[src/hdl/rita_pkg.sv]
// ----------------------------------------------------------------------------
// rita_pkg: shared types and constants for the radix integer-to-ASCII block
// Holds the transaction structs, the controller state and command types and
// the digit-to-character mapping.
// ----------------------------------------------------------------------------
package rita_pkg;

  localparam int OPERAND_WIDTH       = 32;
  localparam int RADIX_WIDTH         = 5;
  localparam int CHAR_WIDTH          = 7;
  localparam int DIGIT_WIDTH         = 4;
  localparam int VALUE_WIDTH_DEFAULT = 32;
  // Quotient bits resolved per divider cycle.
  localparam int CHUNK_BITS          = 8;

  localparam logic [RADIX_WIDTH-1:0] RADIX_MIN = 5'd2;
  localparam logic [RADIX_WIDTH-1:0] RADIX_MAX = 5'd16;

  typedef struct packed {
    logic [OPERAND_WIDTH-1:0] value;
    logic [RADIX_WIDTH-1:0]   radix;
  } operand_t;

  typedef struct packed {
    logic [CHAR_WIDTH-1:0] digit_char;
    logic                  last_digit;
  } result_t;

  typedef enum logic [1:0] {
    ST_IDLE,
    ST_DIVIDE,
    ST_EMIT
  } state_t;

  typedef struct packed {
    logic load;
    logic step;
    logic pop;
  } ctrl_cmd_t;

  typedef struct packed {
    logic digit_done;
    logic quot_zero;
    logic last_entry;
  } dp_status_t;

  // Map a digit value to its ASCII character: 0-9 then A-F.
  function automatic logic [CHAR_WIDTH-1:0] digit_char_of(input logic [DIGIT_WIDTH-1:0] d);
    logic [CHAR_WIDTH-1:0] c;
    if (d < 4'd10) begin
      c = 7'h30 + CHAR_WIDTH'(d);
    end else begin
      c = 7'h41 + CHAR_WIDTH'(d - 4'd10);
    end
    return c;
  endfunction

endpackage

[src/hdl/radix_integer_to_ascii.sv]
// ----------------------------------------------------------------------------
// radix_integer_to_ascii: unsigned integer to ASCII digits in radix 2..16
// Converts one value per transaction and emits its digits most significant
// first, one result transaction per digit, the last one flagged.
// ----------------------------------------------------------------------------
//
//  channel   ports                      handshake
//  -------   -------------------------  -----------------------------------
//  operand   operand.value/.radix       taken at a clock edge with start
//                                       high and busy low
//  result    result.digit_char/.last_digit  each digit marked by
//                                         result_valid, always taken
//
// Steps: the operand is taken, then each digit is extracted by a shift for radix
// 2, 4, 8 or 16, or otherwise by long division over W = min(VALUE_WIDTH, 32)
// bits, with the divider resolving eight quotient bits a cycle; then the digits
// are emitted from the digit stack.
// Reset clears the sequencer, the stack count and result_valid; nothing else.
// The receiver cannot stall: each digit is shown for exactly one cycle.
// busy drops in the cycle the final digit is shown, so the next operand may
// be taken while it is still on the result ports.
//
module radix_integer_to_ascii #(
  parameter int VALUE_WIDTH = rita_pkg::VALUE_WIDTH_DEFAULT
) (
  input  logic               clk,
  input  logic               rst,
  input  logic               start,
  output logic               busy,
  input  rita_pkg::operand_t operand,
  output logic               result_valid,
  output rita_pkg::result_t  result
);

  rita_pkg::ctrl_cmd_t  cmd;
  rita_pkg::dp_status_t status;

  // Sequencer: load, then divide until the quotient is zero, then emit.
  rita_ctrl u_ctrl (
    .clk    (clk),
    .rst    (rst),
    .start  (start),
    .status (status),
    .cmd    (cmd),
    .busy   (busy)
  );

  // Divider, digit stack and registered result.
  rita_datapath #(
    .VALUE_WIDTH (VALUE_WIDTH)
  ) u_datapath (
    .clk          (clk),
    .rst          (rst),
    .operand      (operand),
    .cmd          (cmd),
    .status       (status),
    .result_valid (result_valid),
    .result       (result)
  );

endmodule

[src/hdl/rita_ctrl.sv]
// ----------------------------------------------------------------------------
// rita_ctrl: conversion sequencer
// Accepts a transaction, steps the datapath until the quotient reaches zero,
// then pops the collected digits out most significant first.
// ----------------------------------------------------------------------------
module rita_ctrl (
  input  logic                   clk,
  input  logic                   rst,
  input  logic                   start,
  input  rita_pkg::dp_status_t   status,
  output rita_pkg::ctrl_cmd_t    cmd,
  output logic                   busy
);

  rita_pkg::state_t state, state_next;

  always_ff @(posedge clk) begin
    if (rst) begin
      state <= rita_pkg::ST_IDLE;
    end else begin
      state <= state_next;
    end
  end

  always_comb begin
    state_next = state;
    cmd        = '0;
    busy       = 1'b1;
    unique case (state)
      rita_pkg::ST_IDLE: begin
        busy = 1'b0;
        if (start) begin
          cmd.load   = 1'b1;
          state_next = rita_pkg::ST_DIVIDE;
        end
      end
      rita_pkg::ST_DIVIDE: begin
        cmd.step = 1'b1;
        // finish collecting once a digit completes with a zero quotient
        if (status.digit_done && status.quot_zero) begin
          state_next = rita_pkg::ST_EMIT;
        end
      end
      rita_pkg::ST_EMIT: begin
        cmd.pop = 1'b1;
        if (status.last_entry) begin
          state_next = rita_pkg::ST_IDLE;
        end
      end
      default: begin
        state_next = rita_pkg::ST_IDLE;
      end
    endcase
  end

endmodule

[src/hdl/rita_datapath.sv]
// ----------------------------------------------------------------------------
// rita_datapath: digit extraction and digit stack
// Long division by the radix, one chunk of quotient bits per cycle, with a
// shift path for power-of-two radices. Digits are pushed least significant
// first and popped into the registered result.
// ----------------------------------------------------------------------------
module rita_datapath #(
  parameter int VALUE_WIDTH = rita_pkg::VALUE_WIDTH_DEFAULT
) (
  input  logic                 clk,
  input  logic                 rst,
  input  rita_pkg::operand_t   operand,
  input  rita_pkg::ctrl_cmd_t  cmd,
  output rita_pkg::dp_status_t status,
  output logic                 result_valid,
  output rita_pkg::result_t    result
);

  localparam int EFF_W  = (VALUE_WIDTH < rita_pkg::OPERAND_WIDTH) ?
                          VALUE_WIDTH : rita_pkg::OPERAND_WIDTH;
  localparam int CB     = rita_pkg::CHUNK_BITS;
  localparam int NCHUNK = (EFF_W + CB - 1) / CB;
  localparam int PAD_W  = NCHUNK * CB;
  localparam int DEPTH  = EFF_W;
  localparam int IDX_W  = $clog2(DEPTH);
  localparam int CNT_W  = $clog2(DEPTH + 1);
  localparam int CHK_W  = (NCHUNK > 1) ? $clog2(NCHUNK) : 1;
  localparam int DW     = rita_pkg::DIGIT_WIDTH;
  localparam int RW     = rita_pkg::RADIX_WIDTH;

  logic [PAD_W-1:0] work;
  logic [RW-1:0]    radix;
  logic [DW-1:0]    rem;
  logic [CHK_W-1:0] chunk;
  logic [CNT_W-1:0] count;
  logic [DW-1:0]    stack [DEPTH];

  logic [RW-1:0]    radix_clamped;
  logic             pow2;
  logic [2:0]       shamt;
  logic [CB-1:0]    qbits;
  logic [DW-1:0]    rem_final;
  logic [PAD_W-1:0] div_work_next;
  logic [PAD_W-1:0] step_work_next;
  logic [DW-1:0]    digit;
  logic             chunk_last;
  logic             digit_done;
  logic [CNT_W-1:0] top_cnt;

  // Clamp the requested radix into 2..16.
  always_comb begin
    if (operand.radix < rita_pkg::RADIX_MIN) begin
      radix_clamped = rita_pkg::RADIX_MIN;
    end else if (operand.radix > rita_pkg::RADIX_MAX) begin
      radix_clamped = rita_pkg::RADIX_MAX;
    end else begin
      radix_clamped = operand.radix;
    end
  end

  always_comb begin
    pow2  = 1'b0;
    shamt = 3'd1;
    case (radix)
      5'd2:    begin pow2 = 1'b1; shamt = 3'd1; end
      5'd4:    begin pow2 = 1'b1; shamt = 3'd2; end
      5'd8:    begin pow2 = 1'b1; shamt = 3'd3; end
      5'd16:   begin pow2 = 1'b1; shamt = 3'd4; end
      default: begin pow2 = 1'b0; shamt = 3'd1; end
    endcase
  end

  // One chunk of restoring division: the remainder stays below the radix.
  always_comb begin
    logic [DW-1:0] r_acc;
    logic [DW:0]   t;
    r_acc = rem;
    qbits = '0;
    for (int i = 0; i < CB; i++) begin
      t = {r_acc, work[PAD_W-1-i]};
      if (t >= radix) begin
        qbits[CB-1-i] = 1'b1;
        r_acc         = DW'(t - radix);
      end else begin
        r_acc = t[DW-1:0];
      end
    end
    rem_final = r_acc;
  end

  // Rotating each chunk out of the top leaves the quotient once all NCHUNK chunks have passed.
  assign div_work_next  = (work << CB) | PAD_W'(qbits);
  assign step_work_next = pow2 ? (work >> shamt) : div_work_next;
  assign digit          = pow2 ? (work[DW-1:0] & (radix[DW-1:0] - 1'b1)) : rem_final;
  assign chunk_last     = (chunk == CHK_W'(NCHUNK - 1));
  assign digit_done     = pow2 || chunk_last;
  assign top_cnt        = count - 1'b1;

  assign status.digit_done = cmd.step && digit_done;
  assign status.quot_zero  = (step_work_next == '0);
  assign status.last_entry = (count == CNT_W'(1));

  always_ff @(posedge clk) begin
    if (cmd.load) begin
      work  <= PAD_W'(operand.value[EFF_W-1:0]);
      radix <= radix_clamped;
      rem   <= '0;
      chunk <= '0;
    end else if (cmd.step) begin
      work <= step_work_next;
      if (!pow2) begin
        if (chunk_last) begin
          rem   <= '0;
          chunk <= '0;
        end else begin
          rem   <= rem_final;
          chunk <= chunk + 1'b1;
        end
      end
    end
  end

  always_ff @(posedge clk) begin
    if (cmd.step && digit_done) begin
      stack[count[IDX_W-1:0]] <= digit;
    end
  end

  always_ff @(posedge clk) begin
    if (rst) begin
      count        <= '0;
      result_valid <= 1'b0;
    end else begin
      result_valid <= cmd.pop;
      if (cmd.load) begin
        count <= '0;
      end else if (cmd.step && digit_done) begin
        count <= count + 1'b1;
      end else if (cmd.pop) begin
        count <= top_cnt;
      end
    end
  end

  always_ff @(posedge clk) begin
    if (cmd.pop) begin
      result.digit_char <= rita_pkg::digit_char_of(stack[top_cnt[IDX_W-1:0]]);
      result.last_digit <= (count == CNT_W'(1));
    end
  end

endmodule

[config.mk]
export PLATFORM = sky130hd
export DESIGN_NAME = radix_integer_to_ascii
export DESIGN_NICKNAME = d
export VERILOG_FILES = /design/src/hdl/rita_pkg.sv /design/src/hdl/radix_integer_to_ascii.sv /design/src/hdl/rita_ctrl.sv /design/src/hdl/rita_datapath.sv
export SDC_FILE = /design/constraint.sdc
export NUM_CORES = 1
export LEC_CHECK = 0
export ABC_AREA = 1
export BUFFER_PORTS_ARGS = -buffer_cell sky130_fd_sc_hd__buf_4
export CAP_MARGIN = 15
export CORE_ASPECT_RATIO = 1.25
export CORE_UTILIZATION = 40
export DETAILED_ROUTE_END_ITERATION = 7
export PLACE_DENSITY = 0.63
export SYNTH_ARGS = -nofsm -noshare
export SYNTH_HDL_FRONTEND = slang
export SYNTH_SLANG_ARGS = --single-unit
[constraint.sdc]
create_clock -name clk -period 16.19 [get_ports clk]
set_clock_uncertainty 0.1 [all_clocks]
set_input_delay 2.4285 -clock clk [delete_from_list [all_inputs] [get_ports clk]]
set_output_delay 2.4285 -clock clk [all_outputs]
set_load 0.02 [all_outputs]
==> results of run 1 <==
## synth_stat cells (all sizes together), types with 2 or more instances
| library cell | count | area, µm² |
|---|---|---|
| edfxtp | 173 | 5190 |
| a21o | 6 | 45.0 |
| xnor2 | 9 | 86.3 |
| nand3b | 2 | 15.0 |
| o32ai | 17 | 149 |
| o2111ai | 2 | 17.5 |
| or2 | 5 | 31.3 |
| o21a | 3 | 22.5 |
| fa | 8 | 160 |
| nand3 | 141 | 736 |
| o211ai | 15 | 113 |
| o31ai | 2 | 15.0 |
| mux2i | 15 | 150 |
| nand4 | 15 | 93.8 |
| dfxtp | 15 | 300 |
| a31oi | 4 | 25.0 |
| ha | 52 | 651 |
| a21oi | 39 | 199 |
| xor2 | 14 | 130 |
| nor2 | 188 | 724 |
| nor3 | 2 | 10.0 |
| o21ai | 114 | 571 |
| inv | 89 | 337 |
| clkbuf | 25 | 93.8 |
| o22ai | 2 | 12.5 |
| o221ai | 13 | 114 |
| nand2 | 252 | 963 |
| buf | 32 | 200 |
## flip-flops by register name, summed over array words and instances, names as in the netlist
| register | count |
|---|---|
| u_datapath.result_valid | 1 |
| u_datapath.result | 8 |
| u_datapath.work | 32 |
| u_datapath.stack | 128 |
| u_ctrl.state | 2 |
| u_datapath.chunk | 2 |
| u_datapath.rem | 4 |
| u_datapath.count | 6 |
| u_datapath.radix | 5 |
## final timing paths
path / depth (start not counted) / endpoint
setup / recovery: 65 / u_datapath.stack[5][2]
hold reg to reg: 2 / u_datapath.chunk[1]
hold / removal: 2 / u_datapath.chunk[1]
setup reg to reg: 65 / u_datapath.stack[5][2]
## per-stage QoR
stage               setup slack, ns  hold WS (ns)
floorplan                      4.64         0.345
global placement               4.12         0.357
finish                         3.57         0.369
CTS                            3.38         0.370
global route                   2.33         0.404
detailed placement             3.46         0.362
## cell families after synthesis
| group | Yosys count |
|---|---|
| AND/OR/NAND/NOR | 607 |
| AO/OA/AOI/OAI | 223 |
| flip-flops | 188 |
| buffers and inverters | 146 |
| adder cells (fa/ha/maj) | 60 |
| XOR/XNOR | 23 |
| multiplexers | 16 |
## layout by cell type (no fill, tap or decap), types with 38 or more instances in the layout
master and instances:
edfxtp_1 173, a21oi_1 38, nand3_1 138, nor2_1 186
buf_4 58, o21ai_0 109, nand2_1 249, ha_1 52
inv_1 81
## routing by layer
layer | vias up | routed length [µm] | GRT usage (%)
li1 | 4460 | - | -
met1 | 4252 | 11400 | 23.9
met2 | 281 | 14800 | 36.6
met3 | 65 | 1170 | 2.79
met4 | 0 | 1000 | 8.91
met5 | - | 0 | 0
## layout make-up
class	count	area (µm²)	area share, %
inverters	89	337	2.70
well taps	350	438	3.52
clock inverters	14	154	1.24
clock buffers	17	425	3.42
repair buffers	59	450	3.62
multi-input cells	929	5150	41.3
flip-flops and latches	188	5500	44.2
## worst min-delay path, delay by kind of cell (launching register included)
family             cells  cell delay, ns
AOI/OAI and AO/OA      1            0.05
DFF                    1            0.31
and+or+nand+nor        1            0.06
==> results.json, run 1 <==
{
  "status": "complete, but fails checks",
  "violations": "DRC",
  "fill_cells": 2653,
  "hp-start": "u_datapath.chunk[1]",
  "reg2reg_from": "u_datapath.radix[1]",
  "tightest_slew_ns": 1.02,
  "avgRoutedWirePerCell_um": 17.3,
  "critPathRequiredTime_ns": 16.29,
  "synth_edf_count": 173,
  "critPathKind": "flip-flop to flip-flop",
  "rsz0062_at_grt": "false",
  "port_buffers": 49,
  "cts_setup_buffers": 0,
  "clock_latency_ns": 0.43,
  "critPathLaunchType": "flip-flop",
  "ys_warn_count": 0,
  "yosys.area_share.simple_pct": 23.0,
  "finalHoldViolCount": 0,
  "post_cts_resized": 0,
  "synthCells": 1263,
  "cts_buffers": 17,
  "max_freq_mhz": 79.2,
  "min_period_ns": 12.62,
  "syn_area_mm2": 0.0112,
  "worst_path_most_repeated_cell": "nand2_1",
  "crit_start": "u_datapath.radix[1]",
  "ctsRootBufferMaster": "clkbuf_16",
  "vias_per_cell": 5.50,
  "synthAdderAreaFrac_pct": 7.22,
  "synth_cell_types": 52,
  "synth_area_per_cell_um2": 8.89,
  "drtIter0Drc": 785,
  "detail-route-antenna-nets": 0,
  "vias": 9058,
  "place_area_mm2": 0.0119,
  "routed_wl_um": 28400,
  "crit_path_end_kind": "flip-flop",
  "critical_path_buf_inv_count": 14,
  "setup_viol": 0,
  "die_height_um": 189,
  "maxCapViolations": 0,
  "die-area_mm2": 0.0288,
  "ys_ff_latch": 188,
  "syn_to_final_growth_pct": 10.8,
  "utilization_pct": 45.0,
  "synth-seq-area-share_pct": 48.9,
  "first_pass_iters": 8,
  "synthFlopType": "edfxtp_1",
  "cts_tree": "built",
  "nets": 1384,
  "synth-xor-area-share_pct": 1.93,
  "start_util_pct": 40.6,
  "overflow": 0,
  "critPathArrivalTime_ns": 12.73,
  "maxSlewHeadroom_pct": 31.6,
  "cp_max_fo": 32,
  "gp_congestion": 0.884,
  "diodes": 0,
  "layout-drive-gt1-share_pct": 9.26,
  "grt_pass1_vias": 8819,
  "core_area_mm2": 0.0277,
  "synth_top_family_by_area": "simple AND/OR/NAND/NOR gates",
  "slowest_stage": "edfxtp_1",
  "antenna_found_initial": 0,
  "htreeDepth": 4,
  "clock_path_buffers": 2,
  "fin_crit_sh_pct": 78.0,
  "clk_pin_slew_ns": 0.07,
  "hold_path_class": "flip-flop to flip-flop",
  "dieWidth_um": 152,
  "fin_area_mm2": 0.0124,
  "rrSetupSlack_ns": 3.57,
  "slew_violations": 0,
  "syn-num-nets": 1363,
  "synth_mux_area_share_pct": 1.44,
  "cp_slowest_stage_delay_ns": 0.72,
  "synthArstFlopShare_pct": 0,
  "fp-row-count": 68,
  "crit_family": "compound AO/OA/AOI/OAI gates",
  "grt_max_degree": 70,
  "grt_use_total_pct": 20.2,
  "cts.sinks": 188,
  "numPlacedInstances": 1614,
  "fin_tns_setup_ns": 0,
  "grt_pass1_wl_um": 46100,
  "route.detailed.drc": 5,
  "place_hpwl_um": 19700,
  "stdcell_count": 1646,
  "holdBufCountCts": 0,
  "synth_compound_area_share_pct": 11.9,
  "ios": 50
}
Power of run 1 is left out: the tool's default activity adds up to more than one toggle a clock period on the data nets, which glitch-free logic cannot reach.
==> run 2: changes to the inputs <==
==> constraint.sdc (replaced) <==
create_clock -name clk -period 12.15 [get_ports clk]
set_clock_uncertainty 0.1 [all_clocks]
set_input_delay 1.8225 -clock clk [delete_from_list [all_inputs] [get_ports clk]]
set_output_delay 1.8225 -clock clk [all_outputs]
set_load 0.02 [all_outputs]
==> run 2 against run 1 <==
The flow still finishes with violations (DRC). Via count increased by 0.23%. Register-to-register slack got worse by 2.4 ns. Setup slack worse by 2.4 ns. Clock-buffer cell count unchanged. Final cell count is 0.55% higher. Fmax increased by 15%. Critical endpoint is now u_datapath.stack[27][1].
==> results.json, run 2 (synthesis results as in run 1) <==
{
  "fin_crit_sh_pct": 90.6,
  "fp-row-count": 68,
  "antenna_found_initial": 0,
  "setup_viol": 0,
  "routed_wl_um": 28400,
  "cp_max_fo": 32,
  "vias": 9079,
  "numPlacedInstances": 1617,
  "clock_path_buffers": 2,
  "avgRoutedWirePerCell_um": 17.1,
  "dieWidth_um": 152,
  "cts.sinks": 188,
  "grt_pass1_wl_um": 44900,
  "core_area_mm2": 0.0277,
  "stdcell_count": 1655,
  "register_area_mm2": 0.00550,
  "clock_latency_ns": 0.44,
  "maxSlewHeadroom_pct": 31.4,
  "first_pass_iters": 8,
  "fin_tns_setup_ns": 0,
  "critPathLaunchType": "flip-flop",
  "crit_path_end_kind": "flip-flop",
  "detail-route-antenna-nets": 0,
  "most-common-layout-cells": "nand2_1 (249), nor2_1 (186), edfxtp_1 (173), nand3_1 (138), o21ai_0 (107)",
  "slowest_stage": "edfxtp_1",
  "slew_violations": 0,
  "start_util_pct": 40.6,
  "multiInputGateArea_mm2": 0.00517,
  "critPathRequiredTime_ns": 12.19,
  "grt_pass1_vias": 8699,
  "ios": 50,
  "ctsRootBufferMaster": "clkbuf_16",
  "syn_to_final_growth_pct": 11.7,
  "die_height_um": 189,
  "critPathArrivalTime_ns": 11.05,
  "cts_buffers": 17,
  "fill_cells": 2643,
  "largest_register_ffs": 128,
  "hold_path_class": "flip-flop to flip-flop",
  "port_buffers": 49,
  "violations": "DRC",
  "finalHoldViolCount": 0,
  "preCtsSetupSlack_ns": 0.362,
  "drtIter0Drc": 780,
  "grt_max_degree": 71,
  "max_freq_mhz": 90.8,
  "worst_path_most_repeated_cell": "nand2_1",
  "status": "complete, but fails checks",
  "min_period_ns": 11.01,
  "cp_slowest_stage_delay_ns": 0.49,
  "htreeDepth": 4,
  "layout-drive-gt1-share_pct": 10.2,
  "place_hpwl_um": 19600,
  "die-area_mm2": 0.0288,
  "tightest_slew_ns": 1.03,
  "route.detailed.drc": 4,
  "cts_tree": "built",
  "setup_slack_ns": 1.14,
  "vias_per_cell": 5.49,
  "diodes": 0,
  "clk_pin_slew_ns": 0.07,
  "nets": 1393,
  "overflow": 0,
  "gp_congestion": 0.869,
  "critPathKind": "flip-flop to flip-flop",
  "final_common_cell": "nand2_1",
  "maxCapViolations": 0,
  "grt_use_total_pct": 20.0
}
-- run 2: area by class of cell --
cell class                      instances  area share [%]
Sequential cell                       188            43.8
Multi-Input combinational cell        929            41.2
Timing Repair Buffer                   68            4.13
Tap cell                              350            3.49
Clock buffer                           17            3.39
Inverter                               89            2.73
Clock inverter                         14            1.20
-- run 2: metal layers --
| metal | wire length, µm | part of all wire (%) | vias up | global-route usage, % |
|---|---|---|---|---|
| li1 | - | - | 4476 | - |
| met1 | 11400 | 40 | 4291 | 22.5 |
| met2 | 14800 | 52 | 253 | 37.0 |
| met3 | 1150 | 4.0 | 59 | 2.88 |
| met4 | 1080 | 3.8 | 0 | 9.62 |
| met5 | 0 | 0 | - | 0 |
-- run 2: critical path: cells and delay by family (launching register included) --
kind | cells | cell delay [ns]
compound gates | 14 | 2.33
fa+ha+maj | 8 | 2.58
buf+inv | 14 | 1.57
flops | 1 | 0.49
mux | 2 | 0.61
simple gates | 28 | 3.02
-- run 2: what timing repair did --
| action | CTS | global route |
|---|---|---|
| hold buffers | 0 | 0 |
| gates resized for setup | 0 | 11 |
| buffers inserted | 0 | 7 |
| endpoints found under the setup margin | 0 | 135 |
-- run 2: path summary, 6_finish.rpt --
kind / depth (start not counted) / end / slack [ns] / from
worst max-delay path: 66 / u_datapath.stack[27][1] / 1.14 / u_datapath.radix[2]
worst max register to register: 66 / u_datapath.stack[27][1] / 1.14 / u_datapath.radix[2]
worst min-delay path: 2 / u_datapath.chunk[1] / 0.38 / u_datapath.chunk[1]
worst min register to register: 2 / u_datapath.chunk[1] / 0.38 / u_datapath.chunk[1]
-- run 2: per-stage QoR --
stage | hold WS, ns | cell area (µm²) | utilization (%)
3_5_place_dp | 0.371 | 11900 | 42.9
6_report | 0.379 | 12500 | 45.4
4_1_cts | 0.381 | 12500 | 45.0
2_1_floorplan | 0.345 | 11200 | -
3_3_place_gp | 0.356 | 11900 | 42.9
5_1_grt | 0.400 | 12500 | 45.4
Power of run 2 is left out for the same reason.
==> run 3: changes to the inputs <==
--- a/config.mk
+++ b/config.mk
@@ -9,6 +9,7 @@
 export BUFFER_PORTS_ARGS = -buffer_cell sky130_fd_sc_hd__buf_4
 export CAP_MARGIN = 15
 export CORE_ASPECT_RATIO = 1.25
+export CORE_MARGIN = 2
 export CORE_UTILIZATION = 40
 export DETAILED_ROUTE_END_ITERATION = 7
 export PLACE_DENSITY = 0.63
==> run 3 against run 2 <==
The run now ends clean. Final cell count rose by 0.12%. Clock-buffer cell count did not move. Via count up 0.78%. Fmax shrank 0.71%. Non-clock buffer count up 1. Routed wire length fell by 0.74%. Utilization up 0.090 points. Global-route usage down 0.37 points. Register-to-register slack got worse by 0.08 ns. First-iteration DRC count rose by 2.2%. Design area increased by 0.20%. Highest routed layer unchanged.
==> results.json, run 3 (synthesis results as in run 1) <==
{
  "holdPathEnd": "u_datapath.chunk[1]",
  "r2r_end": "u_datapath.stack[3][2]",
  "worst_path_most_repeated_cell": "nand2_1",
  "layout-drive-gt1-share_pct": 10.3,
  "clock_path_buffers": 2,
  "critPathLaunchType": "flip-flop",
  "nets": 1394,
  "maxCapViolations": 0,
  "grt_max_degree": 70,
  "grtUsageMet2_pct": 35.8,
  "grt_pass1_vias": 8819,
  "max_freq_mhz": 90.2,
  "vias": 9150,
  "hold_depth": 2,
  "rrSetupSlack_ns": 1.06,
  "port_buffers": 49,
  "diodes": 0,
  "utilization_pct": 45.5,
  "reg2reg_from": "u_datapath.radix[2]",
  "cts_buffers": 17,
  "gp_congestion": 0.897,
  "fin_tns_setup_ns": 0,
  "cts.sinks": 188,
  "fp-row-count": 68,
  "clock_latency_ns": 0.44,
  "avgRoutedWirePerCell_um": 17.0,
  "dieWidth_um": 154,
  "antenna_found_initial": 0,
  "die-area_mm2": 0.0294,
  "critPathKind": "flip-flop to flip-flop",
  "place_hpwl_um": 19700,
  "maxSlewHeadroom_pct": 32.5,
  "grt_use_total_pct": 19.6,
  "grt_pass1_wl_um": 45400,
  "min_period_ns": 11.09,
  "busiest_layer": "met2",
  "hp-start": "u_datapath.chunk[1]",
  "crit_path_end_kind": "flip-flop",
  "tightest_slew_ns": 1.01,
  "ios": 50,
  "slowest_stage": "edfxtp_1",
  "cp_slowest_stage_delay_ns": 0.46,
  "die_height_um": 191,
  "clk_pin_slew_ns": 0.08,
  "fin_crit_sh_pct": 91.3,
  "grtUsageMet1_pct": 23.0,
  "htreeDepth": 4,
  "core_area_mm2": 0.0277,
  "most-common-layout-cells": "nand2_1 (249), nor2_1 (186), edfxtp_1 (173), nand3_1 (138), o21ai_0 (108)",
  "globalRouteMet3Util_pct": 2.79,
  "register_area_mm2": 0.00550,
  "ctsRootBufferMaster": "clkbuf_16",
  "finalHoldViolCount": 0,
  "hold_path_class": "flip-flop to flip-flop",
  "syn_to_final_growth_pct": 11.9,
  "final_common_cell": "nand2_1",
  "setup_viol": 0,
  "routed_wl_um": 28200,
  "critPathArrivalTime_ns": 11.23,
  "cts_tree": "built",
  "reg2reg_depth": 65,
  "vias_per_cell": 5.52,
  "status": "finished, final reports clean",
  "detail-route-antenna-nets": 0,
  "route.detailed.drc": 0,
  "multiInputGateArea_mm2": 0.00520,
  "start_util_pct": 40.6,
  "overflow": 0,
  "critPathRequiredTime_ns": 12.29,
  "cp_max_fo": 32,
  "fill_cells": 2589,
  "rsz0062_at_grt": "false",
  "drtIter0Drc": 797,
  "largest_register_ffs": 128,
  "first_pass_iters": 6,
  "slew_violations": 0
}
## run 3: area by class of cell
type / count / area share (%)
Clock buffer: 17 / 3.38
Multi-Input combinational cell: 929 / 41.3
Inverter: 89 / 2.73
Sequential cell: 188 / 43.7
Clock inverter: 15 / 1.18
Timing Repair Buffer: 69 / 4.15
Tap cell: 350 / 3.48
## run 3: worst max-delay path, delay by kind of cell (launching register included)
kind	cells	cell delay (ns)
DFF	1	0.46
muxes	1	0.39
buffers and inverters	13	1.57
adders and majority gates	8	2.55
and+or+nand+nor	27	3.10
AOI/OAI and AO/OA	16	2.71
## run 3: repair_timing
| action | CTS | global route |
|---|---|---|
| endpoints found under the setup margin | 0 | 135 |
| setup buffers | 0 | 8 |
| hold buffers | 0 | 0 |
| gates resized for setup | 0 | 10 |
## run 3: worst max path at each step
stage,start,slack [ns],cells after the start,endpoint
after floorplan,u_datapath.radix[1],0.60,62,u_datapath.stack[0][0]
after global placement,u_datapath.radix[2],0.91,64,u_datapath.stack[10][2]
after detailed placement,u_datapath.radix[2],0.28,63,u_datapath.stack[10][2]
after CTS,u_datapath.radix[2],0.23,63,u_datapath.stack[2][2]
after global routing,u_datapath.radix[1],0.004,67,u_datapath.stack[3][2]
final,u_datapath.radix[2],1.06,65,u_datapath.stack[3][2]
## run 3: through the flow
step / setup WS, ns / area, µm² / std cells / hold WS [ns]
global route: 0.00355 / 12600 / 1657 / 0.391
global placement: 0.909 / 11900 / 1617 / 0.356
floorplan: 0.603 / 11200 / 1263 / 0.345
CTS: 0.229 / 12500 / 1649 / 0.369
finish: 1.06 / 12600 / 1657 / 0.364
detailed placement: 0.276 / 11900 / 1617 / 0.358
## run 3: layer usage
metal | wire (µm) | vias to the layer above
li1 | - | 4485
met1 | 11200 | 4337
met2 | 14700 | 280
met3 | 1330 | 48
met4 | 942 | 0
met5 | 0 | -
Power of run 3 is left out for the same reason.
